[config.mk]
export PLATFORM = sky130hd
export DESIGN_NAME = quadrature_encoder_with_click_hold
export DESIGN_NICKNAME = d
export VERILOG_FILES = /design/src/rtl/qenc_pkg.sv /design/src/rtl/qenc_quad.sv /design/src/rtl/qenc_button.sv /design/src/rtl/quadrature_encoder_with_click_hold.sv
export SDC_FILE = /design/constraint.sdc
export NUM_CORES = 1
export LEC_CHECK = 0
export BUFFER_PORTS_ARGS = -buffer_cell sky130_fd_sc_hd__buf_2
export CAP_MARGIN = 30
export CORE_ASPECT_RATIO = 2
export CORE_MARGIN = 3
export CORE_UTILIZATION = 50
export DETAILED_ROUTE_END_ITERATION = 8
export PLACE_DENSITY = 0.67
export RECOVER_POWER = 50
export SYNTH_ARGS = -nofsm -noshare
export SYNTH_HDL_FRONTEND = slang
export SYNTH_HIERARCHICAL = 1
export SYNTH_SLANG_ARGS = --single-unit
[constraint.sdc]
create_clock -name clk -period 9.8 [get_ports clk]
set_clock_uncertainty 0.2 [all_clocks]
set_input_delay 1.47 -clock clk [delete_from_list [all_inputs] [get_ports clk]]
set_output_delay 1.47 -clock clk [all_outputs]
set_load 0.01 [all_outputs]
[src/rtl/qenc_pkg.sv]
// ----------------------------------------------------------------------------
// qenc_pkg
// shared types, constants and the quadrature step table
// ----------------------------------------------------------------------------
`default_nettype none

package qenc_pkg;

  localparam int unsigned CfgIdxW  = 2;
  localparam int unsigned CfgDataW = 16;
  localparam int unsigned TimeW    = 32;
  localparam int unsigned CountW   = 8;

  localparam logic [CfgIdxW-1:0] REG_HOLD_TIME     = 2'd0;
  localparam logic [CfgIdxW-1:0] REG_CLICK_TIMEOUT = 2'd1;
  localparam logic [CfgIdxW-1:0] REG_BUTTON_EN     = 2'd2;

  localparam logic [CfgDataW-1:0] HOLD_TIME_RST     = 16'd500;
  localparam logic [CfgDataW-1:0] CLICK_TIMEOUT_RST = 16'd300;
  localparam logic                BUTTON_EN_RST     = 1'b1;

  localparam logic [CountW-1:0] CLICK_MAX = 8'd255;

  // step enable and qualifiers handed to the button logic
  typedef struct packed {
    logic step;
    logic primed;
    logic enabled;
  } btn_ctl_t;

  // index is {previous ab, current ab}
  function automatic logic signed [1:0] quad_step(input logic [3:0] key);
    logic signed [1:0] d;
    case (key)
      4'h1, 4'h7, 4'h8, 4'he: d = 2'sb01;
      4'h2, 4'h4, 4'hb, 4'hd: d = 2'sb11;
      default:                d = 2'sb00;
    endcase
    return d;
  endfunction

endpackage

`default_nettype wire

[src/rtl/qenc_quad.sv]
// ----------------------------------------------------------------------------
// qenc_quad
// quadrature phase decoder with first-sample priming
// ----------------------------------------------------------------------------
`default_nettype none

module qenc_quad
  import qenc_pkg::*;
(
  input  wire logic              clk,
  input  wire logic              rst_n,
  input  wire logic              step_i,
  input  wire logic [1:0]        ab_i,
  output logic                   primed_o,
  output logic                   rot_valid_o,
  output logic signed [1:0]      rot_delta_o
);

  logic [1:0]        last_ab_r, last_ab_nxt;
  logic              primed_r, primed_nxt;
  logic signed [1:0] d;

  always_comb begin
    d           = quad_step({last_ab_r, ab_i});
    last_ab_nxt = step_i ? ab_i : last_ab_r;
    primed_nxt  = primed_r | step_i;
    primed_o    = primed_r;
    // nothing decoded on the priming sample
    rot_valid_o = primed_r && (d != 2'sb00);
    rot_delta_o = primed_r ? d : 2'sb00;
  end

  always_ff @(posedge clk) begin
    if (!rst_n) begin
      last_ab_r <= 2'b00;
      primed_r  <= 1'b0;
    end else begin
      last_ab_r <= last_ab_nxt;
      primed_r  <= primed_nxt;
    end
  end

endmodule

`default_nettype wire

[src/rtl/qenc_button.sv]
// ----------------------------------------------------------------------------
// qenc_button
// click counting and hold detection for the push button
// ----------------------------------------------------------------------------
`default_nettype none

module qenc_button
  import qenc_pkg::*;
(
  input  wire logic                clk,
  input  wire logic                rst_n,
  input  wire btn_ctl_t            ctl_i,
  input  wire logic                pressed_i,
  input  wire logic [TimeW-1:0]    now_i,
  input  wire logic [CfgDataW-1:0] hold_time_i,
  input  wire logic [CfgDataW-1:0] click_timeout_i,
  output logic                     press_valid_o,
  output logic [CountW-1:0]        press_count_o
);

  logic              was_down_r, was_down_nxt;
  logic              hold_fired_r, hold_fired_nxt;
  logic [TimeW-1:0]  press_start_r, press_start_nxt;
  logic [TimeW-1:0]  last_click_r, last_click_nxt;
  logic [CountW-1:0] count_r, count_nxt;

  logic              run, rise, fall, click;
  logic [TimeW-1:0]  d_press, d_click, d_press_eff, d_click_eff;
  logic [TimeW-1:0]  hold_w, timeout_w;
  logic              hf_a;
  logic [CountW-1:0] cnt_base, cnt_a;

  always_comb begin
    run       = ctl_i.step && ctl_i.primed && ctl_i.enabled;
    hold_w    = {{(TimeW-CfgDataW){1'b0}}, hold_time_i};
    timeout_w = {{(TimeW-CfgDataW){1'b0}}, click_timeout_i};
    d_press   = now_i - press_start_r;
    d_click   = now_i - last_click_r;
    rise      = pressed_i && !was_down_r;
    fall      = !pressed_i && was_down_r;
    click     = fall && !hold_fired_r && (d_press < hold_w);

    // edge handling
    hf_a     = rise ? 1'b0 : hold_fired_r;
    cnt_base = (d_click > timeout_w) ? '0 : count_r;
    if (click) begin
      cnt_a = (cnt_base == CLICK_MAX) ? CLICK_MAX : cnt_base + CountW'(1);
    end else begin
      cnt_a = count_r;
    end
    // timestamps just replaced by now give a zero gap
    d_press_eff = rise ? '0 : d_press;
    d_click_eff = click ? '0 : d_click;

    was_down_nxt    = rise ? 1'b1 : (fall ? 1'b0 : was_down_r);
    press_start_nxt = rise ? now_i : press_start_r;
    last_click_nxt  = click ? now_i : last_click_r;
    hold_fired_nxt  = hf_a;
    count_nxt       = cnt_a;
    press_valid_o   = 1'b0;
    press_count_o   = '0;

    // hold wins over a finished click series
    if (pressed_i && !hf_a && (d_press_eff >= hold_w)) begin
      hold_fired_nxt = 1'b1;
      press_valid_o  = 1'b1;
      count_nxt      = '0;
    end else if (!pressed_i && (cnt_a != '0) && (d_click_eff > timeout_w)) begin
      press_valid_o = 1'b1;
      press_count_o = cnt_a;
      count_nxt     = '0;
    end

    if (!run) begin
      was_down_nxt    = was_down_r;
      press_start_nxt = press_start_r;
      last_click_nxt  = last_click_r;
      hold_fired_nxt  = hold_fired_r;
      count_nxt       = count_r;
      press_valid_o   = 1'b0;
      press_count_o   = '0;
    end
  end

  always_ff @(posedge clk) begin
    if (!rst_n) begin
      was_down_r    <= 1'b0;
      hold_fired_r  <= 1'b0;
      press_start_r <= '0;
      last_click_r  <= '0;
      count_r       <= '0;
    end else begin
      was_down_r    <= was_down_nxt;
      hold_fired_r  <= hold_fired_nxt;
      press_start_r <= press_start_nxt;
      last_click_r  <= last_click_nxt;
      count_r       <= count_nxt;
    end
  end

endmodule

`default_nettype wire

[src/rtl/quadrature_encoder_with_click_hold.sv]
// ----------------------------------------------------------------------------
// quadrature_encoder_with_click_hold
// quadrature decoder with click / hold push button, one result per sample
// ----------------------------------------------------------------------------
//
//   channel  | handshake              | payload
//   ---------+------------------------+------------------------------------------
//   in       | in_valid / in_ready    | enc_ab, button_pressed, now_ms
//   out      | out_valid / out_ready  | rotate_valid/delta, press_valid/count
//   cfg      | cfg_we                 | cfg_index, cfg_wdata (no wait)
//
// one transaction per cycle sustained while out_ready stays high; each sample
// passes through the input register and then the result register
// state is updated when the sample moves from the input register into the
// result register, so consecutive samples see each other's effect
// rst_n is synchronous; it clears both valid flags, the state and the
// configuration registers
// a stalled output holds its result; the input register still takes a sample
// while the output waits, then input ready drops until the result is taken
// ----------------------------------------------------------------------------
`default_nettype none

module quadrature_encoder_with_click_hold
  import qenc_pkg::*;
(
  input  wire logic                clk,
  input  wire logic                rst_n,
  // sample input
  input  wire logic                in_valid,
  output logic                     in_ready,
  input  wire logic [1:0]          in_enc_ab,
  input  wire logic                in_button_pressed,
  input  wire logic [TimeW-1:0]    in_now_ms,
  // result output
  output logic                     out_valid,
  input  wire logic                out_ready,
  output logic                     out_rotate_valid,
  output logic signed [1:0]        out_rotate_delta,
  output logic                     out_press_valid,
  output logic [CountW-1:0]        out_press_count,
  // configuration writes
  input  wire logic                cfg_we,
  input  wire logic [CfgIdxW-1:0]  cfg_index,
  input  wire logic [CfgDataW-1:0] cfg_wdata
);

  // configuration registers
  logic [CfgDataW-1:0] hold_time_r;
  logic [CfgDataW-1:0] click_timeout_r;
  logic                button_en_r;

  // input register
  logic             in_vld_r;
  logic [1:0]       ab_r;
  logic             pressed_r;
  logic [TimeW-1:0] now_r;

  // result register
  logic              out_vld_r;
  logic              rot_valid_r;
  logic signed [1:0] rot_delta_r;
  logic              prs_valid_r;
  logic [CountW-1:0] prs_count_r;

  // stage control
  logic     advance;
  logic     in_take;
  logic     primed;
  logic     rot_valid_c;
  logic signed [1:0] rot_delta_c;
  logic     prs_valid_c;
  logic [CountW-1:0] prs_count_c;
  btn_ctl_t btn_ctl;

  // the sample moves on when the result slot is empty or being emptied
  assign advance  = in_vld_r && (!out_vld_r || out_ready);
  assign in_ready = !in_vld_r || advance;
  assign in_take  = in_valid && in_ready;

  assign btn_ctl = '{step: advance, primed: primed, enabled: button_en_r};

  // configuration, unknown indexes ignored
  always_ff @(posedge clk) begin
    if (!rst_n) begin
      hold_time_r     <= HOLD_TIME_RST;
      click_timeout_r <= CLICK_TIMEOUT_RST;
      button_en_r     <= BUTTON_EN_RST;
    end else if (cfg_we) begin
      case (cfg_index)
        REG_HOLD_TIME:     hold_time_r     <= cfg_wdata;
        REG_CLICK_TIMEOUT: click_timeout_r <= cfg_wdata;
        REG_BUTTON_EN:     button_en_r     <= cfg_wdata[0];
        default: ;
      endcase
    end
  end

  // input register
  always_ff @(posedge clk) begin
    if (!rst_n) begin
      in_vld_r <= 1'b0;
    end else if (in_ready) begin
      in_vld_r <= in_valid;
    end
  end

  always_ff @(posedge clk) begin
    if (in_take) begin
      ab_r      <= in_enc_ab;
      pressed_r <= in_button_pressed;
      now_r     <= in_now_ms;
    end
  end

  qenc_quad u_quad (
    .clk         (clk),
    .rst_n       (rst_n),
    .step_i      (advance),
    .ab_i        (ab_r),
    .primed_o    (primed),
    .rot_valid_o (rot_valid_c),
    .rot_delta_o (rot_delta_c)
  );

  qenc_button u_button (
    .clk             (clk),
    .rst_n           (rst_n),
    .ctl_i           (btn_ctl),
    .pressed_i       (pressed_r),
    .now_i           (now_r),
    .hold_time_i     (hold_time_r),
    .click_timeout_i (click_timeout_r),
    .press_valid_o   (prs_valid_c),
    .press_count_o   (prs_count_c)
  );

  // result register
  always_ff @(posedge clk) begin
    if (!rst_n) begin
      out_vld_r <= 1'b0;
    end else if (advance) begin
      out_vld_r <= 1'b1;
    end else if (out_ready) begin
      out_vld_r <= 1'b0;
    end
  end

  always_ff @(posedge clk) begin
    if (advance) begin
      rot_valid_r <= rot_valid_c;
      rot_delta_r <= rot_delta_c;
      prs_valid_r <= prs_valid_c;
      prs_count_r <= prs_count_c;
    end
  end

  assign out_valid        = out_vld_r;
  assign out_rotate_valid = rot_valid_r;
  assign out_rotate_delta = rot_delta_r;
  assign out_press_valid  = prs_valid_r;
  assign out_press_count  = prs_count_r;

endmodule

`default_nettype wire

==> metrics.md <==
| Metric | Value |
|---|---|
| Status | complete, but fails checks |
| Violated checks | max-capacitance violations, max-slew violations |
| Routability congestion estimate | 0.9812 |
| Clock power frac | 38.4% |
| Slew HR | -66.71% |
| Routed wire length per instance | 19.36 um |
| Synthesized instance count | 1456 |
| Setup CP Type | reg2reg |
| CTS root buf | clkbuf_16 |
| #FFs+latches synth | 159 |
| DIE WIDTH | 115.5 um |
| Storage cell area | 3654 um2 |
| Ys Warns | 6 |
| Power per cell area | 133.4 nW/um2 |
| Clock tree buffer depth | 2 |
| First-pass GRT wire length | 53650 um |
| Die area | 25980 um2 |
| IO Port Bufs | 71 |
| I/O Pins | 72 |
| Vias in the first global route | 10646 |
| GRT Total Usage | 26.86% |
| Routed length on met3 | 1164 um |
| DP HPWL | 27270 um |
| Combinational power share | 20.5% |
| Core ar. | 23430 um2 |
| Crit path DAT | 7.48 ns |
| Max incr delay on CP | 0.73 ns |
| Sw power | 506.8 uW |
| DR iter-0 viols | 610 |
| Post-synthesis sequential area ratio | 30.48% |
| Post-CTS resize count | 0 |
| Req. time, crit path | 9.97 ns |
| Pwr Total | 1741 uW |
| Top-area cell type share of the netlist area | 18.71% |
| R2r endpoint | u_button/count_r[7] |
| Length in cells of the worst reg-to-reg path | 30 |
| Max-cap violations | 3 |
| R2R Setup Slk | 2.49 ns |
| Clk_lat worst skew | 0.46 ns |
| FF-to-FF Start | now_r[0] |
| DR top layer | met4 |
| Final Max Tran Viols | 162 |
| Hold path cells | 2 |
| Height of the die | 225.0 um |
| Post-route core utilization | 55.71% |
| Most used DFF post-synth | dfxtp_1 |
| Area Growth Syn to Fin | 8.895% |
| FMAX | 136.9 MHz |
| DRC violations left | 0 |
| # rows | 79 |
| Htree depth | 4 |
| Library cells used by synthesis | 90 |
| Hold Crit Start | click_timeout_r[15] |
| # fillers | 2217 |
| Met2 WL | 18530 um |
| TritonCTS Sinks | 159 |
| Critical Path Sink Type | flip-flop |
| Pre-antenna DRT Iters | 5 |
| Initial Utilization | 51.16% |
| Tmin final | 7.306 ns |
| Worst Path Max Fanout | 24 |
| Tightest Hold Check Type | reg2reg |
| Leak | 0.005056 uW |
| Routed wire length | 34680 um |
| Layout cells sized above 1 | 8.355% |
| Num CTS Buffers | 17 |
| CP top delay family | compound AO/OA/AOI/OAI gates |
| Number of setup buffers added after CTS | 0 |
| Total grt overflow | 0 |
| Final ANT Viol Nets | 0 |
| Hold slack | 0.2597 ns |
| Synthesized Nets | 1648 |
| Startpoint Class | flip-flop |
| Post-Synthesis Cell Area | 11990 um2 |
| Number of flops mapped to enable cells by yosys | 47 |
| RSZ-0062 raised after global routing | no |
| Leading area contributor after synthesis | dfxtp_1 |
| Area of the multi-input gates | 7599 um2 |
| Final Cycle Share | 74.55% |
| Largest net degree at the start of global routing | 66 |
| CTS clk-pin slew, worst paths | 0.07 ns |
| Avg Cell Area, Syn | 8.232 um2 |
| Critical path buffers and inverters | 2 |
| M1 wire length | 12240 um |
| FFs w/ async S/R, synth | 0% |
| # hold bufs at CTS | 0 |
| TritonCTS clock tree | yes |
| Hold endpoint | click_timeout_r[15] |
| Ant diodes | 0 |
| Initial antenna violation count | 0 |
| Via density | 5.933 |
| Routed via count | 10626 |
| Flop pwr share | 41.1% |
| Fin Setup TNS | 0 ns |
| Slowest cell on crit path | nand4_1 |
| Top cells by area, synth | dfxtp_1 19%, ha_1 14%, edfxtp_1 12%, nand2_1 7.9%, a21boi_0 4.3% |
| Sw frac | 29.12% |
| Worst-Margin Slew | 2.501 ns |
| Post-layout net count | 1688 |
| Internal power | 1234 uW |
| Final setup violation count | 0 |
| Final Hold Fails | 0 |
| Peak supply drop | 0.1233 mV |
through the flow:
| step | area, um2 | std cells | setup WS, ns |
|---|---|---|---|
| floorplan | 11990 | 1456 | 3.610 |
| detailed placement | 12500 | 1760 | 2.659 |
| finish | 13050 | 1791 | 2.494 |
| global placement | 12500 | 1760 | 2.845 |
| global route | 13050 | 1791 | 1.946 |
| CTS | 13090 | 1791 | 2.619 |
cell usage in the layout, fill, tap and decap left out, types with 38 or more instances in the layout:
master and n:
a21boi_0 68, a21oi_1 97, buf_2 60, dfxtp_1 112, edfxtp_1 47, ha_1 132
inv_1 127, mux2i_1 38, nand2_1 252, nor2_1 55, o21ai_0 59
state kept, by name (all words and copies together), names as in the netlist:
register / count
ab_r: 2
button_en_r: 1
click_timeout_r: 16
hold_time_r: 16
in_vld_r: 1
now_r: 32
out_press_count: 8
out_press_valid: 1
out_rotate_delta: 2
out_rotate_valid: 1
out_valid: 1
pressed_r: 1
u_button/count_r: 8
u_button/hold_fired_r: 1
u_button/last_click_r: 32
u_button/press_start_r: 32
u_button/was_down_r: 1
u_quad/last_ab_r: 2
u_quad/primed_o: 1
worst register-to-register path, delay by kind of cell, from the launching register on:
family          cells  cell delay, ns
compound gates     16            3.18
xor+xnor            1            0.16
fa+ha+maj           4            1.14
buf+inv             2            0.15
flops               1            0.40
simple gates        7            1.99
cell usage after synthesis (all sizes together) (12+ instances only):
| cell | number |
|---|---|
| nand2 | 252 |
| ha | 132 |
| inv | 127 |
| dfxtp | 112 |
| a21oi | 101 |
| a21boi | 71 |
| o21ai | 63 |
| nor2 | 56 |
| edfxtp | 47 |
| clkbuf | 45 |
| mux2i | 38 |
| and2 | 35 |
| a21o | 33 |
| nor2b | 31 |
| xnor2 | 29 |
| nand4 | 27 |
| o211ai | 23 |
| xor2 | 21 |
| nor3 | 19 |
| nand3 | 15 |
| o21a | 15 |
| and3 | 13 |
| buf | 12 |
power by group through the flow:
| stage | Combinational (uW) | Clock (uW) | Sequential (uW) |
|---|---|---|---|
| finish | 357 | 668 | 716 |
| global route | 394 | 705 | 718 |
| CTS | 354 | 685 | 715 |
| detailed placement | 352 | 0 | 729 |
| global placement | 347 | 0 | 729 |
| floorplan | 251 | 0 | 725 |
metal layers:
layer | GRT usage [%] | vias up
met5 | 0 | -
met4 | 20.85 | 0
met3 | 3.762 | 121
met2 | 50.22 | 306
met1 | 25.26 | 4995
li1 | - | 5204
area by class of cell:
class | instances | share of cell area (%)
multi-input cells | 1113 | 58.22
flip-flops and latches | 159 | 27.99
clock buffers | 22 | 3.892
inverters | 127 | 3.653
repair buffers | 78 | 2.934
well taps | 283 | 2.713
clock inverters | 9 | 0.5944
logic make-up (layout without fill, tap and decap cells):
group / after synthesis / in the layout / synth area share (%)
adders and majority gates: 134 / 134 / 14.11
DFF: 159 / 159 / 30.48
AOI/OAI and AO/OA: 382 / 382 / 21.29
and+or+nand+nor: 507 / 507 / 20.88
buffers and inverters: 184 / 236 / 6.222
xor gates and xnor gates: 50 / 50 / 3.654
muxes: 40 / 40 / 3.361
how the worst max path moves through the flow:
stage	start	endpoint	slack [ns]	cells after the start
2_1_floorplan	now_r[0]	out_press_count[0]	3.61	33
3_3_place_gp	now_r[0]	u_button/count_r[7]	2.85	30
3_5_place_dp	now_r[0]	u_button/count_r[7]	2.66	30
4_1_cts	now_r[0]	u_button/count_r[7]	2.62	30
5_1_grt	now_r[0]	u_button/count_r[7]	1.95	31
6_report	now_r[0]	u_button/count_r[7]	2.49	30
No activity file was read; power rests on OpenSTA's default activity.
